File: src/rtl/hcr_pkg.sv
// shared constants, color stops and the controller command bundle
// for the height to color ramp; no dependencies
package hcr_pkg;

    localparam int HEIGHT_BITS_DEF = 32;
    localparam int FRAC_BITS_DEF   = 16;

    localparam int Z_BITS     = 32;
    localparam int COLOR_BITS = 24;
    localparam int CHAN_BITS  = 8;
    localparam int NUM_CHANS  = 3;

    localparam logic [COLOR_BITS-1:0] STOP_WHITE = 24'hFFFFFF;
    localparam logic [COLOR_BITS-1:0] STOP_BROWN = 24'h8B4513;
    localparam logic [COLOR_BITS-1:0] STOP_GREEN = 24'h228B22;

    typedef struct packed {
        logic take_item;
        logic do_mid;
        logic do_seg;
        logic do_div;
        logic do_out;
    } hcr_cmd_t;

endpackage

File: src/rtl/hcr_ctrl.sv
// controller for the height to color ramp: sequences middle, segment,
// divider steps and output load; depends on hcr_pkg
module hcr_ctrl #(
    parameter int FRAC_BITS = hcr_pkg::FRAC_BITS_DEF
) (
    input  logic             aclk,
    input  logic             aresetn,
    input  logic             s_valid,
    input  logic             s_op,
    output logic             s_ready,
    input  logic             m_ready,
    output logic             m_valid,
    output hcr_pkg::hcr_cmd_t cmd
);

    localparam int CW = $clog2(FRAC_BITS);

    localparam logic [2:0] ST_IDLE = 3'd0;
    localparam logic [2:0] ST_MID  = 3'd1;
    localparam logic [2:0] ST_SEG  = 3'd2;
    localparam logic [2:0] ST_DIV  = 3'd3;
    localparam logic [2:0] ST_OUT  = 3'd4;

    logic [2:0]    state_reg, state_next;
    logic [CW-1:0] cnt_reg, cnt_next;
    logic          m_valid_reg, m_valid_next;
    logic          out_free;

    assign s_ready  = (state_reg == ST_IDLE);
    assign m_valid  = m_valid_reg;
    assign out_free = !m_valid_reg || m_ready;

    always_comb begin
        state_next    = state_reg;
        cnt_next      = cnt_reg;
        cmd           = '0;
        cmd.take_item = s_valid && s_ready;
        case (state_reg)
            ST_IDLE: begin
                if (s_valid && s_op) begin
                    state_next = ST_MID;
                end
            end
            ST_MID: begin
                cmd.do_mid = 1'b1;
                state_next = ST_SEG;
            end
            ST_SEG: begin
                cmd.do_seg = 1'b1;
                cnt_next   = CW'(FRAC_BITS - 1);
                state_next = ST_DIV;
            end
            ST_DIV: begin
                cmd.do_div = 1'b1;
                cnt_next   = cnt_reg - 1'b1;
                if (cnt_reg == '0) begin
                    state_next = ST_OUT;
                end
            end
            ST_OUT: begin
                if (out_free) begin
                    cmd.do_out = 1'b1;
                    state_next = ST_IDLE;
                end
            end
            default: begin
                state_next = ST_IDLE;
            end
        endcase
    end

    always_comb begin
        m_valid_next = m_valid_reg;
        if (cmd.do_out) begin
            m_valid_next = 1'b1;
        end else if (m_ready) begin
            m_valid_next = 1'b0;
        end
    end

    always_ff @(posedge aclk) begin
        if (!aresetn) begin
            state_reg   <= ST_IDLE;
            cnt_reg     <= '0;
            m_valid_reg <= 1'b0;
        end else begin
            state_reg   <= state_next;
            cnt_reg     <= cnt_next;
            m_valid_reg <= m_valid_next;
        end
    end

endmodule

File: src/rtl/hcr_dp.sv
// datapath for the height to color ramp: min and max tracking, middle
// height, segment select, radix-2 divider and channel blend; depends on hcr_pkg
module hcr_dp #(
    parameter int HEIGHT_BITS = hcr_pkg::HEIGHT_BITS_DEF,
    parameter int FRAC_BITS   = hcr_pkg::FRAC_BITS_DEF
) (
    input  logic                             aclk,
    input  logic                             aresetn,
    input  hcr_pkg::hcr_cmd_t                cmd,
    input  logic                             s_op,
    input  logic                             s_first,
    input  logic signed [hcr_pkg::Z_BITS-1:0] s_z,
    output logic [hcr_pkg::COLOR_BITS-1:0]   m_color
);

    localparam int W  = HEIGHT_BITS + 2;
    localparam int RB = FRAC_BITS + 1;
    localparam int PB = RB + hcr_pkg::CHAN_BITS + 1;

    logic signed [HEIGHT_BITS-1:0] z_in;
    logic signed [HEIGHT_BITS-1:0] low_reg, low_next;
    logic signed [HEIGHT_BITS-1:0] high_reg, high_next;
    logic signed [HEIGHT_BITS-1:0] z_reg;

    logic signed [W-1:0] sum_w, mid_w, lo_w, hi_w;
    logic signed [W-1:0] mid_reg, lo_adj_reg, hi_adj_reg;

    logic signed [W-1:0] z_w, num_w, den_w;
    logic                lower_w;
    logic                upper_reg, zero_reg, one_reg;
    logic [W-1:0]        rem_reg, den_reg, rem2, rem_next;
    logic                ge;
    logic [FRAC_BITS-1:0] q_reg;

    logic [RB-1:0] ratio, inv_ratio;
    logic [hcr_pkg::COLOR_BITS-1:0] stop_a, stop_b, color_next, color_reg;

    assign z_in = s_z[HEIGHT_BITS-1:0];

    // running minimum and maximum
    always_comb begin
        low_next  = low_reg;
        high_next = high_reg;
        if (cmd.take_item && !s_op) begin
            if (s_first) begin
                low_next  = z_in;
                high_next = z_in;
            end else begin
                if (z_in < low_reg) begin
                    low_next = z_in;
                end
                if (z_in > high_reg) begin
                    high_next = z_in;
                end
            end
        end
    end

    always_ff @(posedge aclk) begin
        if (!aresetn) begin
            low_reg  <= {1'b0, {(HEIGHT_BITS-1){1'b1}}};
            high_reg <= {1'b1, {(HEIGHT_BITS-1){1'b0}}};
        end else begin
            low_reg  <= low_next;
            high_reg <= high_next;
        end
    end

    // middle height, truncated toward zero, and endpoint nudge
    always_comb begin
        sum_w = W'(low_reg) + W'(high_reg);
        mid_w = $signed(sum_w + W'(sum_w[W-1] & sum_w[0])) >>> 1;
        lo_w  = W'(low_reg) - W'(W'(low_reg) == mid_w);
        hi_w  = W'(high_reg) + W'(W'(high_reg) == mid_w);
    end

    // segment select: numerator and denominator of the ratio within the selected segment
    always_comb begin
        z_w     = W'(z_reg);
        lower_w = z_w < mid_reg;
        if (lower_w) begin
            num_w = z_w - lo_adj_reg;
            den_w = mid_reg - lo_adj_reg;
        end else begin
            num_w = z_w - mid_reg;
            den_w = hi_adj_reg - mid_reg;
        end
    end

    // restoring divider, one quotient bit per step
    always_comb begin
        rem2     = {rem_reg[W-2:0], 1'b0};
        ge       = rem2 >= den_reg;
        rem_next = ge ? rem2 - den_reg : rem2;
    end

    // blend between the two stops of the selected segment
    always_comb begin
        logic [PB-1:0] acc;
        if (one_reg) begin
            ratio = {1'b1, {FRAC_BITS{1'b0}}};
        end else if (zero_reg) begin
            ratio = '0;
        end else begin
            ratio = {1'b0, q_reg};
        end
        inv_ratio  = {1'b1, {FRAC_BITS{1'b0}}} - ratio;
        stop_a     = upper_reg ? hcr_pkg::STOP_BROWN : hcr_pkg::STOP_WHITE;
        stop_b     = upper_reg ? hcr_pkg::STOP_GREEN : hcr_pkg::STOP_BROWN;
        color_next = '0;
        for (int c = 0; c < hcr_pkg::NUM_CHANS; c++) begin
            acc = PB'(ratio) * PB'(stop_b[c*hcr_pkg::CHAN_BITS +: hcr_pkg::CHAN_BITS])
                + PB'(inv_ratio) * PB'(stop_a[c*hcr_pkg::CHAN_BITS +: hcr_pkg::CHAN_BITS]);
            color_next[c*hcr_pkg::CHAN_BITS +: hcr_pkg::CHAN_BITS] =
                acc[FRAC_BITS +: hcr_pkg::CHAN_BITS];
        end
    end

    always_ff @(posedge aclk) begin
        if (cmd.take_item && s_op) begin
            z_reg <= z_in;
        end
        if (cmd.do_mid) begin
            mid_reg    <= mid_w;
            lo_adj_reg <= lo_w;
            hi_adj_reg <= hi_w;
        end
        if (cmd.do_seg) begin
            upper_reg <= !lower_w;
            zero_reg  <= num_w <= 0;
            one_reg   <= (num_w > 0) && (num_w >= den_w);
            rem_reg   <= num_w;
            den_reg   <= den_w;
        end
        if (cmd.do_div) begin
            rem_reg <= rem_next;
            q_reg   <= {q_reg[FRAC_BITS-2:0], ge};
        end
        if (cmd.do_out) begin
            color_reg <= color_next;
        end
    end

    assign m_color = color_reg;

endmodule

File: src/rtl/height_to_color_ramp_top.sv
// top level of the height to color ramp: controller plus datapath
// depends on hcr_pkg, hcr_ctrl and hcr_dp
//
//  channel  | handshake           | payload
//  ---------+---------------------+---------------------------
//  input    | s_valid / s_ready   | s_op, s_first, s_z[31:0]
//  result   | m_valid / m_ready   | m_color[23:0]
//
// a scan item (op 0) is taken and ready stays high
// a color item steps through the middle, segment, divider and output states;
// the one-bit-per-cycle divider forms the ratio
// the result sits in an output register; the next item is taken while it waits
// reset is synchronous active low; min and max restart at the extreme heights
module height_to_color_ramp_top #(
    parameter int HEIGHT_BITS = hcr_pkg::HEIGHT_BITS_DEF,
    parameter int FRAC_BITS   = hcr_pkg::FRAC_BITS_DEF
) (
    input  logic                              aclk,
    input  logic                              aresetn,
    input  logic                              s_valid,
    output logic                              s_ready,
    input  logic                              s_op,
    input  logic                              s_first,
    input  logic signed [hcr_pkg::Z_BITS-1:0] s_z,
    output logic                              m_valid,
    input  logic                              m_ready,
    output logic [hcr_pkg::COLOR_BITS-1:0]    m_color
);

    hcr_pkg::hcr_cmd_t cmd;

    hcr_ctrl #(
        .FRAC_BITS(FRAC_BITS)
    ) u_ctrl (
        .aclk    (aclk),
        .aresetn (aresetn),
        .s_valid (s_valid),
        .s_op    (s_op),
        .s_ready (s_ready),
        .m_ready (m_ready),
        .m_valid (m_valid),
        .cmd     (cmd)
    );

    hcr_dp #(
        .HEIGHT_BITS(HEIGHT_BITS),
        .FRAC_BITS  (FRAC_BITS)
    ) u_dp (
        .aclk    (aclk),
        .aresetn (aresetn),
        .cmd     (cmd),
        .s_op    (s_op),
        .s_first (s_first),
        .s_z     (s_z),
        .m_color (m_color)
    );

    a_out_free: assert property (@(posedge aclk) disable iff (!aresetn)
        cmd.do_out |-> (!m_valid || m_ready))
        else $error("output register overwritten");

    a_color_busy: assert property (@(posedge aclk) disable iff (!aresetn)
        (s_valid && s_ready && s_op) |=> !s_ready)
        else $error("color item did not make block busy");

    a_out_valid: assert property (@(posedge aclk) disable iff (!aresetn)
        cmd.do_out |=> m_valid)
        else $error("loaded result not shown");

    a_one_cmd: assert property (@(posedge aclk) disable iff (!aresetn)
        $onehot0({cmd.do_mid, cmd.do_seg, cmd.do_div, cmd.do_out, cmd.take_item}))
        else $error("overlapping commands");

endmodule
File: config.mk
export PLATFORM = sky130hd
export DESIGN_NAME = height_to_color_ramp_top
export DESIGN_NICKNAME = d
export VERILOG_FILES = /design/src/rtl/hcr_pkg.sv /design/src/rtl/hcr_ctrl.sv /design/src/rtl/hcr_dp.sv /design/src/rtl/height_to_color_ramp_top.sv
export SDC_FILE = /design/constraint.sdc
export NUM_CORES = 2
export LEC_CHECK = 0
export ABC_AREA = 1
export BUFFER_PORTS_ARGS = -buffer_cell sky130_fd_sc_hd__buf_4
export CAP_MARGIN = 15
export CORE_AREA = 2 2 417 254
export DETAILED_ROUTE_END_ITERATION = 16
export DIE_AREA = 0 0 419 256
export GPL_TIMING_DRIVEN = 0
export SLEW_MARGIN = 20
export SYNTH_ARGS = -nofsm -noshare
export SYNTH_HDL_FRONTEND = slang
export SYNTH_SLANG_ARGS = --single-unit
File: constraint.sdc
create_clock -name aclk -period 11.56 [get_ports aclk]
set_input_delay 2.312 -clock aclk [delete_from_list [all_inputs] [get_ports aclk]]
set_output_delay 2.312 -clock aclk [all_outputs]
set_load 0.02 [all_outputs]
==> results.cfg <==
[yosys]
synth_top_area_share_pct = 19.7
synthArstFlopShare_pct = 0
yosysSeqAreaShare_pct = 18.8
yosysWarnings = 0
synth_area_per_cell_um2 = 7.75
yosysUniqueCellTypes = 65
synth_top_area_cell = fa_1
yosys-top-cells-area = fa_1 (20%), edfxtp_1 (16%), ha_1 (15%), inv_1 (10%), nand2_1 (9.6%)
syn-instance-count = 5966
synth-seq-cells = 313
synth-edff-count = 241
ys.flop_type = edfxtp_1
netlist_area_um2 = 46300

[sta]
hold_viol = 0
setup_violations = 0
timing.final.crit_period_ns = 10.49
finalMaxSlewViolations = 0
period_share_pct = 90.8
slew_headroom_pct = 19.5
max_freq_ghz = 0.0953
skew_ns = 0.0572
tightest_slew_ns = 1.20
rsz0062_at_grt = no
setup_tns_ns = 0

[clocking]
tritoncts = done
path_clk_slew_ns = 0.06
cts-buffers-inserted = 39
cts_sinks = 313
cts_root_buf = clkbuf_16
clockBufferDepth = 3
holdBufCountCts = 0
clk_latency_ns = 0.63
cts_max_level = 2

[floorplan]
ios = 64
die_area_um2 = 107000
die_x_um = 419
num_rows = 92
die_h_um = 256
start_util_pct = 44.6
core-area_um2 = 104000

[drt]
routedWlPerCell_um = 22.0
routed-via-count = 40645
drtPass1Iterations = 6
drc = 0
vias_per_cell = 5.39
antenna_left = 0
wl_um = 166000
drt_iter0_drc = 4548

[job]
maxCapViolCount = 0

[place]
routabilityCongestion = 1.01
place_hpwl_um = 145000
dpl.cell_count = 7467
io_buffers = 62

[grt]
first_global_vias = 38600
grt_pass1_wl_um = 244000
grt_usage_pct = 30.8
globalRouteOverflowTotal = 0
grt_antenna_before_repair = 5
grt_max_degree = 28

[cells_and_area]
final_util_pct = 48.3
syn_to_final_growth_pct = 8.26
instances_no_fill = 7544
drive_above_1_share_pct = 5.32
final_nets = 7148
layout_commonest_cell = inv_1
largest_reg_flops = 34
final_cell_mix = inv_1 (1286), nand2_1 (1189), ha_1 (553), fa_1 (456), nor2_1 (413)

[status]
status = complete, no violations

[setup_path]
critPathMaxStageDelay_ns = 0.73
slowest_stage = a2111oi_2
crit_required_ns = 11.93
crit_type = reg -> reg
cp-end-kind = flop
worstPathMaxFanout = 10
start_kind = flop
critPathMostFrequentCell = inv_1
arrival_ns = 10.86

[min_path]
hp-class = reg -> reg
==> per-stage QoR <==
step	area, µm²	hold WS (ns)	setup WS [ns]
after CTS	50000	0.451	0.202
after detailed placement	48800	0.439	0.175
after global placement	48500	0.432	-0.202
after floorplan	46300	0.427	3.60
after global routing	50100	0.468	0.622
final	50100	0.449	1.07
==> worst max-delay path: cells and delay by family (launching register included) <==
family	cells	cell delay, ns
compound gates	5	1.85
xor+xnor	2	0.67
fa+ha+maj	7	3.53
buf+inv	8	1.39
flops	1	0.39
simple gates	11	2.44
==> cell usage after synthesis (10+ instances only) <==
master	number
a21o_1	26
ha_1	553
fa_1	456
a211oi_1	10
a21boi_0	17
nor2_2	22
xnor2_1	81
nand2_2	38
inv_2	16
o21ai_1	20
nor3_1	48
edfxtp_1	241
nand3b_1	16
nand2_1	1189
a21oi_1	340
o21a_1	21
dfxtp_1	72
nor2_1	425
o21ai_0	214
and2_1	10
nor2_4	11
o21bai_1	11
nand3_1	316
o211ai_1	54
xor2_1	143
nor4_1	20
clkbuf_1	69
buf_2	13
inv_1	1286
a31oi_1	30
nand4_1	79
or2_2	26
==> cell families (layout without fill, tap and decap cells) <==
group	count (synthesis)	after routing	synth area share, %
AND/OR/NAND/NOR	2235	2235	20.9
multiplexers	1	1	0.0216
XOR/XNOR	231	231	4.57
AO/OA/AOI/OAI	782	782	9.63
flip-flops	313	313	18.8
other	2	14	0.0162
adder cells (fa/ha/maj)	1009	1009	34.7
buffers and inverters	1393	1549	11.4
==> routing by layer <==
| layer | GRT usage [%] | up-vias | wire [µm] | share of wire [%] |
|---|---|---|---|---|
| met5 | 0.981 | - | 149 | 0.090 |
| met4 | 4.46 | 4 | 2360 | 1.4 |
| met3 | 9.35 | 132 | 20500 | 12 |
| met2 | 38.7 | 1874 | 59500 | 36 |
| met1 | 50.8 | 19331 | 83200 | 50 |
| li1 | - | 19304 | - | - |
==> worst paths after layout <==
path | from | endpoint | slack [ns] | depth (start not counted)
max reg2reg | u_dp.one_reg | u_dp.m_color[14] | 1.07 | 33
min reg2reg | u_dp.q_reg[3] | u_dp.q_reg[4] | 0.45 | 0
max | u_dp.one_reg | u_dp.m_color[14] | 1.07 | 33
min | u_dp.q_reg[3] | u_dp.q_reg[4] | 0.45 | 0
==> area by class of cell <==
cell class,count,area (µm²)
fillers,10431,53600
multi-input cells,4269,32400
flip-flops and latches,313,8680
inverters,1305,4900
well taps,1410,1760
clock buffers,47,1010
repair buffers,85,707
plain buffers,88,369
clock inverters,24,230
diodes,3,7.51
==> timing repair <==
action / 4_1_cts / 5_1_grt
gates resized for setup: 0 / 1
endpoints found under the setup margin: 0 / 3
setup buffers: 0 / 3
Power is not shown: default switching activity piles up to over one toggle a cycle in this logic, so the estimate is an artifact.
